## src/rtl/core/bmt_pkg.sv

```systemverilog
// Shared types and constants for the breakpoint match table.
package bmt_pkg;

   localparam int MAX_ENTRIES_DEFAULT = 16;
   localparam int ADDR_W   = 32;
   localparam int LEN_W    = 8;
   localparam int SLOT_W   = 4;
   localparam int OP_W     = 4;
   localparam int HIDX_W   = 4;
   localparam int COUNT_W  = 5;
   localparam int STATUS_W = 2;
   localparam int REQ_DATA_W = 48;
   localparam int RSP_DATA_W = 56;

   typedef enum logic [OP_W-1:0] {
      OP_FIND_CODE   = 4'd0,
      OP_ADD_CODE    = 4'd1,
      OP_REMOVE_CODE = 4'd2,
      OP_FIND_DATA   = 4'd3,
      OP_ADD_DATA    = 4'd4,
      OP_REMOVE_DATA = 4'd5,
      OP_REMOVE_IDX  = 4'd6,
      OP_CLEAR       = 4'd7,
      OP_READ        = 4'd8
   } op_type;

   typedef enum logic [STATUS_W-1:0] {
      STS_DONE = 2'd0,
      STS_DUP  = 2'd1,
      STS_FULL = 2'd2,
      STS_MISS = 2'd3
   } status_type;

   typedef enum logic [1:0] {
      S_IDLE,
      S_MATCH,
      S_APPLY
   } state_type;

   typedef struct packed {
      logic              is_data;
      logic [ADDR_W-1:0] address;
      logic [LEN_W-1:0]  length;
   } entry_type;

   typedef struct packed {
      logic [OP_W-1:0]   op;
      logic [ADDR_W-1:0] address;
      logic [LEN_W-1:0]  length;
      logic [SLOT_W-1:0] slot;
   } request_type;

   typedef struct packed {
      logic compare;
      logic indexed;
      logic is_data;
      logic load;
      logic shift;
   } cell_ctl_type;

endpackage

```

## src/rtl/core/bmt_cell.sv

```systemverilog
// One table slot: holds an entry, compares it against the request, shifts from its neighbor.
module bmt_cell #(
   parameter int POS   = 0,
   parameter int CNT_W = 5
) (
   input  logic                 clock,
   input  logic                 reset,
   input  bmt_pkg::cell_ctl_type ctl,
   input  bmt_pkg::request_type  req,
   input  logic [CNT_W-1:0]     count,
   input  bmt_pkg::entry_type    neighbor,
   output bmt_pkg::entry_type    entry,
   output logic                 match
);
   import bmt_pkg::*;

   localparam logic [6:0] POS_V = 7'(POS);

   entry_type entry_ff, entry_in;
   entry_type new_entry;
   logic      match_ff, match_in;
   logic      valid;
   logic      key_hit;

   always_comb begin
      new_entry.is_data = ctl.is_data;
      new_entry.address = req.address;
      new_entry.length  = ctl.is_data ? req.length : '0;
      if (ctl.load) begin
         entry_in = new_entry;
      end else if (ctl.shift) begin
         entry_in = neighbor;
      end else begin
         entry_in = entry_ff;
      end
   end

   always_comb begin
      valid   = POS_V < 7'(count);
      key_hit = (entry_ff.address == req.address) &&
                (ctl.is_data ? (entry_ff.is_data && entry_ff.length == req.length)
                             : !entry_ff.is_data);
      if (ctl.compare) begin
         match_in = valid && (ctl.indexed ? (POS_V == 7'(req.slot)) : key_hit);
      end else begin
         match_in = match_ff;
      end
   end

   always_ff @(posedge clock) begin
      entry_ff <= entry_in;
   end

   always_ff @(posedge clock) begin
      if (reset) begin
         match_ff <= 1'b0;
      end else begin
         match_ff <= match_in;
      end
   end

   assign entry = entry_ff;
   assign match = match_ff;

endmodule

```

## src/rtl/core/breakpoint_match_table.sv

```systemverilog
// Breakpoint match table: ordered code/data breakpoint table built as a row of slot cells.
// A request goes through the compare stage in every cell (S_MATCH), then the first-match
//   resolve and table update stage (S_APPLY), which waits while the output register is full,
//   before rsp_tvalid rises. A new request is taken only in S_IDLE, after the last leaves S_APPLY.
// A finished response waits in the output register while the next request is taken.
// Reset clears the entry count, the state machine and the response valid; entry storage
//   is not cleared and is only read below the count.
module breakpoint_match_table #(
   parameter int MAX_ENTRIES = bmt_pkg::MAX_ENTRIES_DEFAULT
) (
   input  logic                           clock,
   input  logic                           reset,
   input  logic                           req_tvalid,
   output logic                           req_tready,
   // [31:0] address, [39:32] data_length, [43:40] slot_index, [47:44] zero
   input  logic [bmt_pkg::REQ_DATA_W-1:0] req_tdata,
   // [3:0] req_type
   input  logic [bmt_pkg::OP_W-1:0]       req_tuser,
   output logic                           rsp_tvalid,
   input  logic                           rsp_tready,
   // [0] hit, [4:1] hit_index, [36:5] entry_address, [44:37] entry_length,
   // [49:45] entry_count, [51:50] status, [55:52] zero
   output logic [bmt_pkg::RSP_DATA_W-1:0] rsp_tdata,
   // [0] entry_is_data
   output logic                           rsp_tuser
);
   import bmt_pkg::*;

   localparam int CNT_W = $clog2(MAX_ENTRIES + 1);
   localparam int IDX_W = (MAX_ENTRIES > 1) ? $clog2(MAX_ENTRIES) : 1;

   state_type   state_ff, state_in;
   request_type req_ff, req_in;
   logic [CNT_W-1:0] count_ff, count_in;

   logic               rsp_valid_ff, rsp_valid_in;
   logic               rsp_hit_ff, rsp_hit_in;
   logic [HIDX_W-1:0]  rsp_index_ff, rsp_index_in;
   entry_type          rsp_entry_ff, rsp_entry_in;
   logic [COUNT_W-1:0] rsp_count_ff, rsp_count_in;
   status_type         rsp_status_ff, rsp_status_in;

   logic take_req;
   logic do_compare;
   logic commit;
   logic out_free;

   logic op_is_data;
   logic op_indexed;

   entry_type        cell_entry [MAX_ENTRIES];
   cell_ctl_type     cell_ctl   [MAX_ENTRIES];
   logic [MAX_ENTRIES-1:0] match_vec;
   logic [MAX_ENTRIES-1:0] low_vec;
   logic [MAX_ENTRIES-1:0] first_vec;
   logic [MAX_ENTRIES-1:0] ge_vec;
   logic [MAX_ENTRIES-1:0] shift_vec;
   logic                   any_match;
   logic [IDX_W-1:0]       first_idx;
   entry_type              first_entry;
   entry_type              new_entry;
   logic                   full;
   logic                   add_new;

   assign out_free = !rsp_valid_ff || rsp_tready;

   // next state
   always_comb begin
      state_in = state_ff;
      case (state_ff)
         S_IDLE: begin
            if (req_tvalid) state_in = S_MATCH;
         end
         S_MATCH: begin
            state_in = S_APPLY;
         end
         S_APPLY: begin
            if (out_free) state_in = S_IDLE;
         end
         default: begin
            state_in = S_IDLE;
         end
      endcase
   end

   // state outputs
   always_comb begin
      req_tready = 1'b0;
      do_compare = 1'b0;
      commit     = 1'b0;
      case (state_ff)
         S_IDLE:  req_tready = 1'b1;
         S_MATCH: do_compare = 1'b1;
         S_APPLY: commit     = out_free;
         default: req_tready = 1'b0;
      endcase
   end

   assign take_req = req_tvalid && req_tready;

   always_comb begin
      req_in = req_ff;
      if (take_req) begin
         req_in.op      = req_tuser;
         req_in.address = req_tdata[ADDR_W-1:0];
         req_in.length  = req_tdata[ADDR_W +: LEN_W];
         req_in.slot    = req_tdata[ADDR_W+LEN_W +: SLOT_W];
      end
   end

   always_comb begin
      op_is_data = (req_ff.op == OP_FIND_DATA) || (req_ff.op == OP_ADD_DATA) ||
                   (req_ff.op == OP_REMOVE_DATA);
      op_indexed = (req_ff.op == OP_REMOVE_IDX) || (req_ff.op == OP_READ);
   end

   // first match, slots at or above it, and the matched entry
   always_comb begin
      any_match   = |match_vec;
      low_vec     = match_vec ^ (match_vec - MAX_ENTRIES'(1));
      first_vec   = low_vec & match_vec;
      ge_vec      = ~low_vec | first_vec;
      first_idx   = '0;
      first_entry = '0;
      for (int i = 0; i < MAX_ENTRIES; i++) begin
         if (first_vec[i]) begin
            first_idx   = first_idx | IDX_W'(i);
            first_entry = first_entry | cell_entry[i];
         end
      end
   end

   always_comb begin
      new_entry.is_data = op_is_data;
      new_entry.address = req_ff.address;
      new_entry.length  = op_is_data ? req_ff.length : '0;
      full = count_ff == CNT_W'(MAX_ENTRIES);
   end

   // resolve the request
   always_comb begin
      count_in      = count_ff;
      add_new       = 1'b0;
      shift_vec     = '0;
      rsp_hit_in    = 1'b0;
      rsp_index_in  = HIDX_W'(first_idx);
      rsp_entry_in  = first_entry;
      rsp_status_in = STS_DONE;
      case (req_ff.op)
         OP_FIND_CODE, OP_FIND_DATA, OP_READ: begin
            rsp_hit_in    = any_match;
            rsp_status_in = any_match ? STS_DONE : STS_MISS;
         end
         OP_ADD_CODE, OP_ADD_DATA: begin
            if (any_match) begin
               rsp_hit_in    = 1'b1;
               rsp_status_in = STS_DUP;
            end else if (full) begin
               rsp_status_in = STS_FULL;
            end else begin
               add_new      = 1'b1;
               rsp_hit_in   = 1'b1;
               rsp_index_in = HIDX_W'(count_ff);
               rsp_entry_in = new_entry;
               count_in     = count_ff + CNT_W'(1);
            end
         end
         OP_REMOVE_CODE, OP_REMOVE_DATA, OP_REMOVE_IDX: begin
            if (any_match) begin
               rsp_hit_in = 1'b1;
               shift_vec  = ge_vec;
               count_in   = count_ff - CNT_W'(1);
            end else begin
               rsp_status_in = STS_MISS;
            end
         end
         OP_CLEAR: begin
            count_in = '0;
         end
         default: begin
            rsp_status_in = STS_MISS;
         end
      endcase
      if (!rsp_hit_in) begin
         rsp_index_in = '0;
         rsp_entry_in = '0;
      end
      rsp_count_in = COUNT_W'(count_in);
   end

   always_comb begin
      rsp_valid_in = rsp_valid_ff;
      if (commit) begin
         rsp_valid_in = 1'b1;
      end else if (rsp_tready) begin
         rsp_valid_in = 1'b0;
      end
   end

   genvar g;
   generate
      for (g = 0; g < MAX_ENTRIES; g++) begin : g_cell
         entry_type next_entry;
         if (g < MAX_ENTRIES - 1) begin : g_mid
            assign next_entry = cell_entry[g+1];
         end else begin : g_end
            assign next_entry = cell_entry[g];
         end

         always_comb begin
            cell_ctl[g].compare = do_compare;
            cell_ctl[g].indexed = op_indexed;
            cell_ctl[g].is_data = op_is_data;
            cell_ctl[g].load    = commit && add_new && (count_ff == CNT_W'(g));
            cell_ctl[g].shift   = commit && shift_vec[g];
         end

         bmt_cell #(
            .POS   (g),
            .CNT_W (CNT_W)
         ) u_cell (
            .clock    (clock),
            .reset    (reset),
            .ctl      (cell_ctl[g]),
            .req      (req_ff),
            .count    (count_ff),
            .neighbor (next_entry),
            .entry    (cell_entry[g]),
            .match    (match_vec[g])
         );
      end
   endgenerate

   always_ff @(posedge clock) begin
      if (reset) begin
         state_ff     <= S_IDLE;
         count_ff     <= '0;
         rsp_valid_ff <= 1'b0;
      end else begin
         state_ff     <= state_in;
         count_ff     <= commit ? count_in : count_ff;
         rsp_valid_ff <= rsp_valid_in;
      end
   end

   always_ff @(posedge clock) begin
      req_ff <= req_in;
      if (commit) begin
         rsp_hit_ff    <= rsp_hit_in;
         rsp_index_ff  <= rsp_index_in;
         rsp_entry_ff  <= rsp_entry_in;
         rsp_count_ff  <= rsp_count_in;
         rsp_status_ff <= rsp_status_in;
      end
   end

   assign rsp_tvalid = rsp_valid_ff;
   assign rsp_tuser  = rsp_entry_ff.is_data;
   assign rsp_tdata  = {4'b0, rsp_status_ff, rsp_count_ff, rsp_entry_ff.length,
                        rsp_entry_ff.address, rsp_index_ff, rsp_hit_ff};

`ifndef SYNTHESIS
   a_count_bound: assert property (@(posedge clock) disable iff (reset)
      count_ff <= CNT_W'(MAX_ENTRIES))
      else $error("entry count above table size");

   a_first_onehot: assert property (@(posedge clock) disable iff (reset)
      $onehot0(first_vec))
      else $error("more than one first match");

   a_accept_to_match: assert property (@(posedge clock) disable iff (reset)
      take_req |=> state_ff == S_MATCH)
      else $error("request accepted without compare stage");

   a_count_only_on_commit: assert property (@(posedge clock) disable iff (reset)
      !$stable(count_ff) |-> $past(commit))
      else $error("entry count changed outside update stage");

   a_hit_status: assert property (@(posedge clock) disable iff (reset)
      (rsp_valid_ff && rsp_hit_ff) |-> (rsp_status_ff == STS_DONE || rsp_status_ff == STS_DUP))
      else $error("reported entry with failing status");
`endif

endmodule

```

## config.mk

```make
export PLATFORM = sky130hd
export DESIGN_NAME = breakpoint_match_table
export DESIGN_NICKNAME = d
export VERILOG_FILES = /design/src/rtl/core/bmt_pkg.sv /design/src/rtl/core/bmt_cell.sv /design/src/rtl/core/breakpoint_match_table.sv
export SDC_FILE = /design/constraint.sdc
export NUM_CORES = 2
export LEC_CHECK = 0
export ABC_AREA = 1
export BUFFER_PORTS_ARGS = -buffer_cell sky130_fd_sc_hd__buf_2
export CAP_MARGIN = 0
export CELL_PAD_IN_SITES_DETAIL_PLACEMENT = 1
export CELL_PAD_IN_SITES_GLOBAL_PLACEMENT = 2
export CORE_MARGIN = 3
export CORE_UTILIZATION = 35
export DETAILED_ROUTE_END_ITERATION = 8
export PLACE_DENSITY_LB_ADDON = 0.15
export SLEW_MARGIN = 20
export SYNTH_ARGS = -nofsm -noshare
export SYNTH_HDL_FRONTEND = slang
export SYNTH_SLANG_ARGS = --single-unit
```

## constraint.sdc

```tcl
create_clock -name clock -period 14.66 [get_ports clock]
set_clock_uncertainty 0.15 [all_clocks]
set_input_delay 2.199 -clock clock [delete_from_list [all_inputs] [get_ports clock]]
set_output_delay 2.199 -clock clock [all_outputs]
set_load 0.02 [all_outputs]
```

==> out/qor.tcl <==
set qor(run_status) {finished clean}
set qor(power.leakage_nw) 22.17
set qor(rsz0062_at_grt) {false}
set qor(instances_no_fill) 7849
set qor(synthesis.yosys.warnings) 0
set qor(drt-pass1-iter-count) 6
set qor(postCtsSetupBuffers) 0
set qor(cts_num_sinks) 781
set qor(die_width_um) 372.8
set qor(max_freq_mhz) 172.7
set qor(synthTopCellsByArea) {edfxtp_1, nand2_1, o21ai_0, nor2_1, inv_1}
set qor(antenna_found_initial) 6
set qor(synth.cell_area_sq_um) 47080
set qor(worst-slew-pin-transition_ns) 1.184
set qor(initial_util_pct) 35.55
set qor(layout_cell_share_with_drive_strength_beyond_1_pct) 6.912
set qor(num_io_pins) 115
set qor(worst_setup_path_type) {reg2reg}
set qor(core-area_sq_um) 132500
set qor(drc) 0
set qor(post-dp-hpwl_um) 153200
set qor(placementRows) 133
set qor(synthDistinctLibCells) 48
set qor(layout_worst_path_cycle_share_pct) 39.50
set qor(drv.max_cap_violation_count) 0
set qor(r2r-end) {g_cell[13].u_cell.entry[12]}
set qor(final_core_utilization_pct) 39.32
set qor(die_h_um) 372.8
set qor(setup_total_negative_slack_ns) 0
set qor(timing.critical_path.arrival_ns) 5.97
set qor(routed-via-count) 43620
set qor(place.detailed.instances) 7655
set qor(startpoint_type) {flop}
set qor(ys_ff_latch) 781
set qor(drt_iter0_markers) 5075
set qor(grt_first_pass_wirelength_um) 320700
set qor(grt_start_max_net_pins) 84
set qor(gp_congestion) 0.9176
set qor(postRouteWirelength_um) 230300
set qor(reg2regPathDepth) 10
set qor(design_power_total_mw) 5.339
set qor(clk-insertion-delay-late_ns) 0.72
set qor(clock_tree_from_tritoncts) {yes}
set qor(wl_per_cell_um) 29.34
set qor(number_of_synthesized_flops_with_an_enable_pin) 757
set qor(hold_buffers) 0
set qor(dieArea_sq_um) 139000
set qor(setup_viol_count_final) 0
set qor(ys_async_sr_fraction_pct) 0
set qor(hold_viol_final) 0
set qor(irDropWorstVdd_mv) 0.08657
set qor(nNetsFinal) 6065
set qor(buffer_ports.inserted) 106
set qor(hold_path.class) {reg2reg}
set qor(postCtsResizedCells) 0
set qor(ys_dominant_reg_cell) {edfxtp_1}
set qor(power.density_cell_area_nw_per_um2) 102.5
set qor(timing.critical_path.required_ns) 14.84
set qor(yosysTopAreaCellShare_pct) 48.28
set qor(slew_headroom_pct) 21.08
set qor(max-clock-path-buffers) 3
set qor(min_to) {g_cell[15].u_cell.match}
set qor(worst_reg2reg_setup_slack_ns) 8.87
set qor(ant_nets) 0
set qor(netlist_top_cells_count) {nand2_1, edfxtp_1, o21ai_0}
set qor(cts_made_buffers) 101
set qor(path_max_fanout) 44
set qor(cts.htree.levels) 3
set qor(ctsRootBufferMaster) {clkbuf_16}
set qor(syn_area_per_cell_sq_um) 7.733
set qor(rr_startpoint) {count_ff[0]}
set qor(grt-ovfl-total) 0
set qor(filler_cell_count) 16160
set qor(areaGrowthSynthToFinish_pct) 10.63
set qor(worstHoldPathCells) 2
set qor(vias_per_cell) 5.557
set qor(synthDominantAreaCellType) {edfxtp_1}
set qor(synth_most_common_cell) {nand2_1}
set qor(timing.critical_path.to_type) {flop}
set qor(synthCells) 6089
set qor(maxSlewViolCount) 0
set qor(ys_seq_area_share_pct) 49.30
set qor(worst_setup_hold_path_clk_slew_ns) 0.05
set qor(timing.hold.worst.start) {g_cell[15].u_cell.match}
set qor(grt_pass1_vias) 41750
set qor(track_usage_pct) 32.14
set qor(fin_crit_ns) 5.790
## per-stage QoR
step	cell area [sq um]	hold WS (ns)	setup slack, ns
after global routing	52080	0.3498	8.766
after floorplan	47100	0.2706	7.794
final	52090	0.3290	8.870
after global placement	48970	0.3051	8.233
after detailed placement	48970	0.3234	8.199
after CTS	52050	0.3312	8.924
## logic make-up (layout without fill, tap and decap cells)
| family | Yosys count | count (layout) | share of synthesized area, % |
|---|---|---|---|
| xor+xnor | 279 | 279 | 5.190 |
| other cells | 1 | 7 | 0.007965 |
| flops | 781 | 781 | 49.30 |
| compound gates | 1026 | 1026 | 11.39 |
| fa+ha+maj | 5 | 5 | 0.1329 |
| buf+inv | 878 | 877 | 7.969 |
| simple gates | 3119 | 3119 | 26.01 |
## worst max-delay path by stage
stage,start,endpoint,slack (ns),cells past startpoint
floorplan,rsp_tready,g_cell[15].u_cell.entry[0],7.79,6
global route,count_ff[0],g_cell[13].u_cell.entry[12],8.77,10
detailed placement,rsp_tready,g_cell[13].u_cell.entry[4],8.20,10
global placement,rsp_tready,g_cell[13].u_cell.entry[4],8.23,10
finish,count_ff[0],g_cell[13].u_cell.entry[12],8.87,10
CTS,count_ff[0],g_cell[13].u_cell.entry[6],8.92,10
## where the power goes
part / internal [mW] / switching (mW)
registers: 2.44 / 0.0316
clock network: 1.35 / 1.07
logic: 0.108 / 0.343
total: 3.90 / 1.44
## final cells by class
cell class              count  area, sq um  area share (%)
multi-input cells        4433        20520           39.39
flip-flops and latches    781        23210           44.56
clock buffers             142         2818           5.409
well taps                1755         2196           4.216
clock inverters            48        264.0          0.5068
repair buffers            196         1226           2.354
inverters                 491         1846           3.543
diodes                      3        7.507         0.01441
## worst max-delay path, stage by stage, from the launching register on
cell and delay, ns:
dfxtp_1 0.66, inv_1 0.34, ha_1 0.31, nand4_1 0.16, nand2_2 0.14, nor2_8 0.64
nand2_2 0.19, inv_2 0.44, nand3_4 0.78, o21ai_4 0.67, buf_4 0.83
## layout by cell type, fill, tap and decap left out, drive strengths merged, types with 2 or more instances in the layout
master,netlist,final
nand2,2319,2319
o21ai,775,775
edfxtp,757,757
nor2,543,543
inv,482,487
buf,194,196
a21oi,166,166
clkbuf,193,142
xnor2,140,140
xor2,139,139
nand3,125,125
nand4,80,80
clkinv,9,50
nor3,32,32
o211ai,30,30
dfxtp,24,24
o22ai,21,21
or2,12,12
o2111ai,8,8
a22oi,7,7
a21boi,6,6
ha,5,5
nand3b,4,4
conb,1,4
diode,0,3
and3,3,3
o31ai,3,3
a31oi,2,2
a22o,2,2
a221oi,2,2
## registers in the layout, summed over array words and instances (netlist names)
register	cells
rsp_tdata	40
g_cell.u_cell.entry	656
g_cell.u_cell.match	16
rsp_index_ff	4
new_entry	32
state_ff	2
rsp_tvalid	1
count_ff	5
rsp_count_ff	5
req_ff	16
rsp_status_ff	2
rsp_tuser	1
rsp_hit_ff	1
## per-layer routing
metal	vias up	GRT usage (%)	share of wire (%)
met5	-	0	0.012
met4	4	14.20	4.8
met3	392	4.953	8.2
met2	1912	47.67	42
met1	21700	46.22	45
li1	19610	-	-
Note: power is estimated with default switching activity, not from simulation.
